==> src/hw/rtl/sbf_pkg.sv <==
`default_nettype none
package sbf_pkg;

  localparam int unsigned IN_W       = 11;
  localparam int unsigned BYTE_W     = 8;
  localparam int unsigned MAX_BYTES  = 4;
  localparam int unsigned CNT_W      = 3;
  localparam int unsigned SLOT_W     = 2;
  localparam int unsigned PEND_W     = 7;
  localparam int unsigned PCNT_W     = 3;
  localparam int unsigned CHIDX_W    = 4;
  localparam int unsigned ACC_W      = 24;
  localparam int unsigned TOTAL_W    = 5;
  localparam int unsigned NCAND      = 6;
  localparam int unsigned QDEPTH     = 2;
  localparam int unsigned QPTR_W     = 1;
  localparam int unsigned QCNT_W     = 2;

  localparam logic [BYTE_W-1:0] HEADER_BYTE = 8'h0F;
  localparam logic [BYTE_W-1:0] FLAGS_BYTE  = 8'h00;
  localparam logic [BYTE_W-1:0] END_BYTE    = 8'h00;

  // One run of bytes caused by a single request, packed from slot 0.
  typedef struct packed {
    logic [MAX_BYTES-1:0][BYTE_W-1:0] bytes;
    logic [MAX_BYTES-1:0]             end_mask;
    logic [CNT_W-1:0]                 count;
  } run_t;

  typedef struct packed {
    logic valid;
    run_t run;
  } push_t;

  typedef struct packed {
    logic              empty;
    logic              full;
    logic [QCNT_W-1:0] count;
  } q_stat_t;

endpackage
`default_nettype wire

==> src/hw/rtl/sbus_frame_encoder.sv <==
// SBUS frame encoder: packs servo channel values into the bytes of a frame.
// Input channel: one request per channel value (in_valid / in_ready,
// in_channel_value). Channel position follows an internal counter that
// starts at the first channel after reset and wraps after CHANNELS requests.
// Output channel: one byte per request (out_valid / out_ready), marked with
// out_last_in_run on the final byte caused by an input request and with
// out_frame_end on the closing end byte. A frame is a 0x0F header, the
// channel bits packed LSB-first, a flags byte and an end byte (25 bytes
// with the defaults). Each input request yields one to four bytes.
// Path: an accepted request's run is written into the run queue, and its
// first byte then moves into the output register once that register is free.
// Throughput: the output register moves one byte per cycle while out_ready
// is high and a run is queued; the input takes one request per cycle while
// the two-entry run queue has room, so the sustained rate is set by the
// byte output at 25 bytes per 16 requests.
// Reset (synchronous, active low) empties the queue, drops the output byte
// and restarts at the first channel of a frame. When the receiver stalls the
// output byte holds, the queue fills and in_ready drops once it is full.
`default_nettype none
module sbus_frame_encoder
  import sbf_pkg::*;
#(
  parameter int unsigned CHANNELS         = 16,
  parameter int unsigned BITS_PER_CHANNEL = 11
) (
  input  wire logic              clk,
  input  wire logic              rst_n,
  input  wire logic              in_valid,
  output logic                   in_ready,
  input  wire logic [IN_W-1:0]   in_channel_value,
  output logic                   out_valid,
  input  wire logic              out_ready,
  output logic [BYTE_W-1:0]      out_frame_byte,
  output logic                   out_last_in_run,
  output logic                   out_frame_end
);

  push_t   push;
  q_stat_t q_stat;
  run_t    head;
  logic    pop;

  // Front: classify the request and pack its run of bytes.
  sbf_front #(
    .CHANNELS         (CHANNELS),
    .BITS_PER_CHANNEL (BITS_PER_CHANNEL)
  ) u_front (
    .clk              (clk),
    .rst_n            (rst_n),
    .in_valid         (in_valid),
    .in_ready         (in_ready),
    .in_channel_value (in_channel_value),
    .q_stat           (q_stat),
    .push             (push)
  );

  // Short run queue: decouple the front from output stalls.
  sbf_queue u_queue (
    .clk    (clk),
    .rst_n  (rst_n),
    .push   (push),
    .pop    (pop),
    .head   (head),
    .q_stat (q_stat)
  );

  // Back: serialize each run one byte per cycle into the output register while out_ready is high.
  sbf_back u_back (
    .clk             (clk),
    .rst_n           (rst_n),
    .head            (head),
    .q_stat          (q_stat),
    .pop             (pop),
    .out_valid       (out_valid),
    .out_ready       (out_ready),
    .out_frame_byte  (out_frame_byte),
    .out_last_in_run (out_last_in_run),
    .out_frame_end   (out_frame_end)
  );

  // The end byte always closes the run of its request.
  a_end_closes_run: assert property (@(posedge clk) disable iff (!rst_n)
    out_valid && out_frame_end |-> out_last_in_run && (out_frame_byte == END_BYTE))
    else $error("frame end not on the last byte of a run");

  // Queue occupancy never exceeds its depth.
  a_queue_bound: assert property (@(posedge clk) disable iff (!rst_n)
    q_stat.count <= QCNT_W'(QDEPTH))
    else $error("run queue overflow");

  // Every queued run carries between one and four bytes.
  a_run_size: assert property (@(posedge clk) disable iff (!rst_n)
    !q_stat.empty |-> (head.count != '0) && (head.count <= CNT_W'(MAX_BYTES)))
    else $error("bad run length at queue head");

  // A request accepted into an empty pipeline has its run written into the queue
  // and its first byte then loaded into the output register, raising out_valid.
  a_latency: assert property (@(posedge clk) disable iff (!rst_n)
    in_valid && in_ready && q_stat.empty && !out_valid |=> ##1 out_valid)
    else $error("first byte of a run is late");

endmodule
`default_nettype wire

==> src/hw/rtl/sbf_front.sv <==
`default_nettype none
module sbf_front
  import sbf_pkg::*;
#(
  parameter int unsigned CHANNELS         = 16,
  parameter int unsigned BITS_PER_CHANNEL = 11
) (
  input  wire logic            clk,
  input  wire logic            rst_n,
  input  wire logic            in_valid,
  output logic                 in_ready,
  input  wire logic [IN_W-1:0] in_channel_value,
  input  wire q_stat_t         q_stat,
  output push_t                push
);

  localparam logic [IN_W-1:0] VAL_MASK = (BITS_PER_CHANNEL >= IN_W) ? {IN_W{1'b1}} :
                                         IN_W'((1 << BITS_PER_CHANNEL) - 1);
  localparam logic [CHIDX_W-1:0] LAST_IDX = CHIDX_W'(CHANNELS - 1);
  localparam logic [TOTAL_W-1:0] BPC      = TOTAL_W'(BITS_PER_CHANNEL);

  logic [PEND_W-1:0]    pend_bits_r, pend_bits_nxt;
  logic [PCNT_W-1:0]    pend_cnt_r, pend_cnt_nxt;
  logic [CHIDX_W-1:0]   ch_idx_r, ch_idx_nxt;

  logic [IN_W-1:0]      value;
  logic [ACC_W-1:0]     acc;
  logic [TOTAL_W-1:0]   total;
  logic [1:0]           nfull;
  logic [2:0]           rem;
  logic                 last_ch;
  logic [BYTE_W-1:0]    tail_byte;
  logic                 accept;

  logic [NCAND-1:0]               cand_v;
  logic [NCAND-1:0]               cand_e;
  logic [NCAND-1:0][BYTE_W-1:0]   cand_b;
  logic [CNT_W-1:0]               n;
  run_t                           run;

  assign in_ready = !q_stat.full;
  assign accept   = in_valid && in_ready;

  always_comb begin
    value     = in_channel_value & VAL_MASK;
    acc       = ACC_W'(pend_bits_r) | (ACC_W'(value) << pend_cnt_r);
    total     = TOTAL_W'(pend_cnt_r) + BPC;
    nfull     = total[4:3];
    rem       = total[2:0];
    last_ch   = ch_idx_r >= LAST_IDX;
    case (nfull)
      2'd0:    tail_byte = acc[7:0];
      2'd1:    tail_byte = acc[15:8];
      2'd2:    tail_byte = acc[23:16];
      default: tail_byte = '0;
    endcase
  end

  // Candidate bytes in stream order: header, two full bytes, padded tail, flags, end.
  always_comb begin
    cand_v = {last_ch, last_ch, last_ch && (rem != 3'd0),
              nfull == 2'd2, nfull != 2'd0, ch_idx_r == '0};
    cand_b = {END_BYTE, FLAGS_BYTE, tail_byte, acc[15:8], acc[7:0], HEADER_BYTE};
    cand_e = {1'b1, 5'b0};
    run    = '0;
    n      = '0;
    for (int i = 0; i < NCAND; i++) begin
      if (cand_v[i] && (n < CNT_W'(MAX_BYTES))) begin
        run.bytes[n[SLOT_W-1:0]]    = cand_b[i];
        run.end_mask[n[SLOT_W-1:0]] = cand_e[i];
        n = n + 1'b1;
      end
    end
    run.count = n;
  end

  assign push.valid = accept && (n != '0);
  assign push.run   = run;

  always_comb begin
    pend_bits_nxt = pend_bits_r;
    pend_cnt_nxt  = pend_cnt_r;
    ch_idx_nxt    = ch_idx_r;
    if (accept) begin
      if (last_ch) begin
        pend_bits_nxt = '0;
        pend_cnt_nxt  = '0;
        ch_idx_nxt    = '0;
      end else begin
        pend_bits_nxt = tail_byte[PEND_W-1:0];
        pend_cnt_nxt  = rem;
        ch_idx_nxt    = ch_idx_r + 1'b1;
      end
    end
  end

  always_ff @(posedge clk) begin
    if (!rst_n) begin
      pend_bits_r <= '0;
      pend_cnt_r  <= '0;
      ch_idx_r    <= '0;
    end else begin
      pend_bits_r <= pend_bits_nxt;
      pend_cnt_r  <= pend_cnt_nxt;
      ch_idx_r    <= ch_idx_nxt;
    end
  end

endmodule
`default_nettype wire

==> src/hw/rtl/sbf_queue.sv <==
`default_nettype none
module sbf_queue
  import sbf_pkg::*;
(
  input  wire logic  clk,
  input  wire logic  rst_n,
  input  wire push_t push,
  input  wire logic  pop,
  output run_t       head,
  output q_stat_t    q_stat
);

  run_t              mem [QDEPTH];
  logic [QPTR_W-1:0] wr_ptr_r, wr_ptr_nxt;
  logic [QPTR_W-1:0] rd_ptr_r, rd_ptr_nxt;
  logic [QCNT_W-1:0] cnt_r, cnt_nxt;
  logic              do_push, do_pop;

  assign q_stat.empty = (cnt_r == '0);
  assign q_stat.full  = (cnt_r == QCNT_W'(QDEPTH));
  assign q_stat.count = cnt_r;
  assign head         = mem[rd_ptr_r];

  assign do_push = push.valid && !q_stat.full;
  assign do_pop  = pop && !q_stat.empty;

  always_comb begin
    wr_ptr_nxt = wr_ptr_r;
    rd_ptr_nxt = rd_ptr_r;
    cnt_nxt    = cnt_r;
    if (do_push) begin
      wr_ptr_nxt = (wr_ptr_r == QPTR_W'(QDEPTH - 1)) ? '0 : wr_ptr_r + 1'b1;
    end
    if (do_pop) begin
      rd_ptr_nxt = (rd_ptr_r == QPTR_W'(QDEPTH - 1)) ? '0 : rd_ptr_r + 1'b1;
    end
    case ({do_push, do_pop})
      2'b10:   cnt_nxt = cnt_r + 1'b1;
      2'b01:   cnt_nxt = cnt_r - 1'b1;
      default: cnt_nxt = cnt_r;
    endcase
  end

  always_ff @(posedge clk) begin
    if (do_push) begin
      mem[wr_ptr_r] <= push.run;
    end
  end

  always_ff @(posedge clk) begin
    if (!rst_n) begin
      wr_ptr_r <= '0;
      rd_ptr_r <= '0;
      cnt_r    <= '0;
    end else begin
      wr_ptr_r <= wr_ptr_nxt;
      rd_ptr_r <= rd_ptr_nxt;
      cnt_r    <= cnt_nxt;
    end
  end

endmodule
`default_nettype wire

==> src/hw/rtl/sbf_back.sv <==
`default_nettype none
module sbf_back
  import sbf_pkg::*;
(
  input  wire logic        clk,
  input  wire logic        rst_n,
  input  wire run_t        head,
  input  wire q_stat_t     q_stat,
  output logic             pop,
  output logic             out_valid,
  input  wire logic        out_ready,
  output logic [BYTE_W-1:0] out_frame_byte,
  output logic             out_last_in_run,
  output logic             out_frame_end
);

  logic [SLOT_W-1:0] idx_r, idx_nxt;
  logic              out_valid_r, out_valid_nxt;
  logic [BYTE_W-1:0] byte_r;
  logic              last_r, end_r;
  logic              load, fire, last_sel;

  assign load     = !out_valid_r || out_ready;
  assign fire     = load && !q_stat.empty;
  assign last_sel = (CNT_W'(idx_r) + 1'b1) >= head.count;
  assign pop      = fire && last_sel;

  always_comb begin
    out_valid_nxt = out_valid_r;
    idx_nxt       = idx_r;
    if (load) begin
      out_valid_nxt = !q_stat.empty;
    end
    if (fire) begin
      idx_nxt = last_sel ? '0 : idx_r + 1'b1;
    end
  end

  always_ff @(posedge clk) begin
    if (fire) begin
      byte_r <= head.bytes[idx_r];
      last_r <= last_sel;
      end_r  <= head.end_mask[idx_r];
    end
  end

  always_ff @(posedge clk) begin
    if (!rst_n) begin
      out_valid_r <= 1'b0;
      idx_r       <= '0;
    end else begin
      out_valid_r <= out_valid_nxt;
      idx_r       <= idx_nxt;
    end
  end

  assign out_valid       = out_valid_r;
  assign out_frame_byte  = byte_r;
  assign out_last_in_run = last_r;
  assign out_frame_end   = end_r;

endmodule
`default_nettype wire
==> config.mk <==
export PLATFORM = sky130hd
export DESIGN_NAME = sbus_frame_encoder
export DESIGN_NICKNAME = d
export VERILOG_FILES = /design/src/hw/rtl/sbf_pkg.sv /design/src/hw/rtl/sbus_frame_encoder.sv /design/src/hw/rtl/sbf_front.sv /design/src/hw/rtl/sbf_queue.sv /design/src/hw/rtl/sbf_back.sv
export SDC_FILE = /design/constraint.sdc
export NUM_CORES = 1
export LEC_CHECK = 0
export BUFFER_PORTS_ARGS = -buffer_cell sky130_fd_sc_hd__buf_2
export CORE_ASPECT_RATIO = 1.75
export CORE_MARGIN = 1
export CORE_UTILIZATION = 25
export DETAILED_ROUTE_END_ITERATION = 10
export MAX_ROUTING_LAYER = met4
export PLACE_DENSITY_LB_ADDON = 0.08
export SYNTH_ARGS = -nofsm -noshare
export SYNTH_HDL_FRONTEND = slang
export SYNTH_HIERARCHICAL = 1
export SYNTH_SLANG_ARGS = --single-unit
==> constraint.sdc <==
create_clock -name clk -period 6.4 [get_ports clk]
set_input_delay 0.64 -clock clk [delete_from_list [all_inputs] [get_ports clk]]
set_output_delay 0.64 -clock clk [all_outputs]
set_load 0.05 [all_outputs]
== Yosys cells after proc, flatten, opt, wreduce, memory -nomap -nowiden ==
Memories as Yosys holds them, arrays and structs flattened. A register that Yosys moved wholly into a read port is not among the register bits.
Index checks and enable logic that the tools add are counted.

* Logic and storage cells: 138
* Memories: 1
* Output and inout port bits: 12
* Bits in writable memories: 78
* Register bits: 31

{| class="wikitable"
|+ Memory list
! name !! words !! bits a word !! rd ports !! clocked after Yosys merged registers in !! wr ports !! RTL line !! source
|-
| u_queue.mem || 2 || 39 || 1 || 1 || 1 || sbf_queue.sv:13 || <nowiki>run_t mem [QDEPTH];</nowiki>
|}

* Reductions and logical operators: 28
* Order comparisons: 18
* Eq/ne operators: 5
* Add/sub/neg operators: 13
* Shift operators: 1
* Bitwise logic cells: 12
* Mux-type cells: 49

{| class="wikitable"
|+ Operator list
! operator !! count
|-
| two-way mux 36 bit || 5
|-
| bitwise mux 32 bit || 3
|-
| demux 8 bit (select 2 bit) || 5
|-
| AND 32 bit || 2
|-
| inverter 32 bit || 2
|-
| two-way mux 8 bit || 6
|-
| bitwise OR 7 x 24 -> 24 bit || 1
|-
| one-hot mux 8 bit (3 select lines) || 1
|-
| << shifter 11 x 3 -> 24 bit || 1
|-
| two-way mux 3 bit || 6
|-
| logical AND 1 bit || 17
|-
| binary-select mux 8 bit (select 2 bit) || 1
|-
| less-than comparator 2 x 3 -> 1 bit (second input constant) || 5
|-
| adder 3 x 1 -> 3 bit (second input constant) || 4
|-
| AND 4 bit || 3
|-
| less-than comparator 3 bit (second input constant) || 4
|-
| two-way mux 1 bit || 12
|-
| inverter 4 bit || 3
|-
| demux 1 bit (select 2 bit) || 4
|-
| >= comparator 2 x 1 -> 1 bit (second input constant) || 4
|-
| two-way mux 4 bit || 2
|-
| two-way mux 7 bit || 1
|-
| equality test 2 bit (second input constant) || 3
|-
| less-than comparator 1 x 3 -> 1 bit (second input constant) || 2
|-
| 21 further kinds || 29
|}

== Longest topological paths before layout ==
* Depth in word-level cells: 22
* Depth in mapped cells: 27
* Depth with buffers taken out: 24

== Modules after synthesis ==
Netlist, hierarchy kept.

{| class="wikitable"
|+ By module, submodules not included
! module !! instances !! area each (um2) !! cells each
|-
| sbf_queue || 1 || 3040.4 || 147
|-
| sbf_front || 1 || 2713.9 || 367
|-
| sbf_back || 1 || 739.5 || 45
|}

== Least setup slack after synthesis ==
OpenSTA, ideal clock, no wires.

* Path kind: reg-to-reg
* Start point: register u_front.pend_cnt_r[1]
* End point: memory u_queue/mem[0][0] (netlist bit), enable pin
* Stages on the path, launching flop included: 26
* Clock period less this slack: 5.595 ns
* Slack: 0.805 ns
* Data arrival time: 5.202 ns
* Path through: dfxtp_1 > buf_6 > buf_6 > inv_1 > ha_1 > inv_1 > ha_1 > clkbuf_2 > inv_1 > nand2_1 > ha_1 > o2111ai_2 > nor2_1 > nor2_1 > mux2_2 > ha_1 > mux2i_1 > a21oi_1 > ha_1 > mux2i_1 > o211ai_1 > o21ai_0 > a41oi_1 > inv_1 > or3_1 > inv_1

{| class="wikitable"
|+ RTL lines
! what !! RTL line !! source
|-
| start: declaration || sbf_front.sv:23 || <nowiki>logic [PCNT_W-1:0] pend_cnt_r, pend_cnt_nxt;</nowiki>
|-
| start signal: assignment || sbf_front.sv:104 || <nowiki>pend_cnt_r <= pend_cnt_nxt;</nowiki>
|-
| end: declaration || sbf_queue.sv:13 ||
|}

==> flow_summary.json <==
{
  "status": "finished, final reports clean",
  "coreArea_um2": 25400,
  "grt_util_all_layers_pct": 15.5,
  "syn_inst": 559,
  "dr.pass1.iters": 4,
  "timing.final.crit_share_pct": 90.6,
  "cts_made_buffers": 9,
  "ant_nets": 0,
  "port_buffers": 26,
  "ys_warn_count": 6,
  "leakagePower_nw": 2.51,
  "h-tree-depth": 3,
  "vias": 4555,
  "async_reset_ff_share_pct": 0,
  "viasPerCell": 5.07,
  "r2r-end": "u_queue/mem[0][22]",
  "ys_seq_elements": 110,
  "clock.fmax_ghz": 0.173,
  "wl_um": 18800,
  "clk_pin_slew_ns": 0.07,
  "max-cap-violations": 0,
  "placedCellCount": 882,
  "drcViolationCount": 0,
  "seq_area_um2": 3080,
  "syn_area_um2": 6490,
  "critPathMaxFanout": 39,
  "crit_path_start_kind": "flip-flop",
  "crit_chain": "buf_4, o21a_1, nand2_1, ha_1, o2111ai_2, nor2_1, nor2_1, mux2_2, ha_1, mux2i_1, a21oi_1, ha_1, mux2i_1, o211ai_1, o21ai_0, a41oi_1, inv_1, or3_1, inv_1, buf_4",
  "fin_ws_ns": 0.603,
  "fin_util_pct": 28.3,
  "areaGrowthSynthToFinish_pct": 10.8,
  "cts_resized": 0,
  "synthTopCellsByCount": "edfxtp_1 (88), mux2_2 (49), nand2_1 (36), nor2_1 (30), o21ai_0 (29)",
  "slew_headroom_pct": 33.1,
  "yosys-top-cells-area": "edfxtp_1 (41%), mux2_2 (8.5%), dfxtp_1 (6.8%), ha_1 (4.6%), mux4_2 (4.5%)",
  "worst_r2r_path_depth": 20,
  "drive_above_1_share_pct": 22.9,
  "synth-main-ff-cell": "edfxtp_1",
  "overflow": 0,
  "seq_area_frac_synth_pct": 47.5,
  "crit_top_cell": "ha_1",
  "crit_slowest_cell": "buf_4",
  "fin_cells": 898,
  "diodes": 0,
  "synthMostInstantiatedCell": "edfxtp_1",
  "ios": 27,
  "worstSkewPairLatency_ns": 0.36,
  "grt_start_max_net_pins": 40,
  "tightest_slew_ns": 1.00,
  "reg2reg_from": "u_front/pend_cnt_r[0]",
  "fin_skew_ns": 0.00844,
  "synth_edf_count": 88,
  "crit_arrival_ns": 5.80,
  "placementRows": 77,
  "die_x_um": 124,
  "die_area_um2": 26600,
  "tns_ns": 0,
  "die_h_um": 215,
  "clkSinkCount": 110,
  "wire_per_inst_um": 21.0,
  "antenna_found_initial": 0,
  "placed_cell_area_um2": 6890,
  "start_util_pct": 25.5,
  "powerDensity_nw_per_um2": 370,
  "post-place-ws_ns": 0.677,
  "startpoint": "u_front/pend_cnt_r[0]",
  "end_kind": "flip-flop",
  "ctsHoldBuffers": 0,
  "root_buffer": "clkbuf_16",
  "worst-setup-path-type": "flip-flop to flip-flop",
  "max_stage_delay_ns": 0.45,
  "clockBufferDepth": 2,
  "yosysTopAreaCell": "edfxtp_1",
  "synth_top_area_share_pct": 40.7,
  "slew_violations": 0,
  "setup_viol": 0,
  "final_area_um2": 7190,
  "syn-mean-instance-area_um2": 11.6,
  "min_path_cells": 2,
  "num-nets-final": 616,
  "rsz0062_at_grt": "no",
  "place_hpwl_um": 14100,
  "reg2reg_slack_ns": 0.60,
  "irDropWorstVdd_mv": 0.159,
  "multi_input_comb_area_um2": 3100,
  "fillers": 2683,
  "routabilityCongestion": 0.859,
  "hold_class": "flip-flop to flip-flop",
  "synth.net_count": 598,
  "grt_pass1_vias": 4798,
  "hold_start": "u_queue/wr_ptr_r",
  "cts_tree": "done",
  "period_minus_slack_ns": 5.80,
  "cts_setup_buffers": 0,
  "synth_cell_types": 74,
  "grt_pass1_wl_um": 28600,
  "worstHoldEndpoint": "u_queue/wr_ptr_r",
  "cp.required_ns": 6.40,
  "hold_violations": 0,
  "drt_iter0_drc": 256
}
==> logic make-up (layout without fill, tap and decap cells) <==
family                     Yosys count  in the layout  synth area share (%)
buffers and inverters               58             81                  4.78
AOI/OAI and AO/OA                  148            148                  16.2
muxes                               72             72                  14.8
DFF                                110            110                  47.5
adders and majority gates           24             24                  4.62
xor gates and xnor gates             9              9                  1.33
and+or+nand+nor                    138            138                  10.8
==> state kept, by name (all words and copies together), names as in the netlist, named ones only <==
name,count
u_front/pend_bits_r,7
u_back/idx_r,2
u_back/out_last_in_run,1
u_front/pend_cnt_r,3
u_back/out_frame_byte,8
u_back/out_valid,1
u_queue/rd_ptr_r,1
u_queue/cnt_r,2
u_front/ch_idx_r,4
u_back/out_frame_end,1
u_queue/mem,78
u_queue/wr_ptr_r,1
==> metal layers <==
metal	GRT usage, %	share of wire (%)
met3	3.11	3.3
met4	10.7	6.5
met2	26.5	52
met5	-	0
met1	15.3	38
==> worst max-delay path by stage <==
stage / to / cells after the start
global placement: u_queue/mem[0][20] / 20
global route: u_queue/mem[0][22] / 20
detailed placement: u_queue/mem[0][28] / 20
finish: u_queue/mem[0][22] / 20
floorplan: u_queue/mem[0][0] / 25
CTS: u_queue/mem[0][12] / 20
==> cell usage in the layout, fill, tap and decap left out, drive strengths merged, types with 3 or more instances in the layout <==
cell type and count:
mux4 14, buf 36, o21a 5, a22oi 12, mux2i 9, nor2 32
nor2b 15, o22ai 12, a32o 3, a21boi 5, clkinv 6, nand2 36
dfxtp 22, a31oi 5, a21oi 28, nand2b 8, a211oi 8, xnor2 9
edfxtp 88, clkbuf 10, a32oi 3, and2 12, inv 28, nor3 3
nand3 13, mux2 49, ha 24, and3 8, o211ai 5, o21ai 34
o2111a 3
==> critical path: cells and delay by family, from the launching register on <==
| kind | cells | cell delay [ns] |
|---|---|---|
| adders and majority gates | 3 | 1.00 |
| DFF | 1 | 0.35 |
| muxes | 3 | 0.58 |
| and+or+nand+nor | 4 | 1.15 |
| buffers and inverters | 4 | 0.98 |
| AOI/OAI and AO/OA | 6 | 1.33 |
==> per-stage QoR <==
step / power (mW) / hold slack (ns)
finish: 2.66 / 0.490
global route: 2.83 / 0.533
CTS: 2.71 / 0.499
detailed placement: 2.11 / 0.489
global placement: 2.11 / 0.485
floorplan: 1.82 / 0.457
==> where the power goes <==
group          leakage, nW  internal [mW]  switching, mW
clock network        0.148          0.313          0.265
registers            0.997          0.987         0.0717
logic                 1.37          0.370          0.656
==> area by class of cell <==
type | count | area share (%)
Multi-Input combinational cell | 391 | 43.1
Sequential cell | 110 | 42.9
Tap cell | 316 | 5.50
Clock buffer | 10 | 3.32
Timing Repair Buffer | 36 | 2.85
Inverter | 29 | 1.51
Clock inverter | 6 | 0.835
No activity file was read; power rests on OpenSTA's default activity.
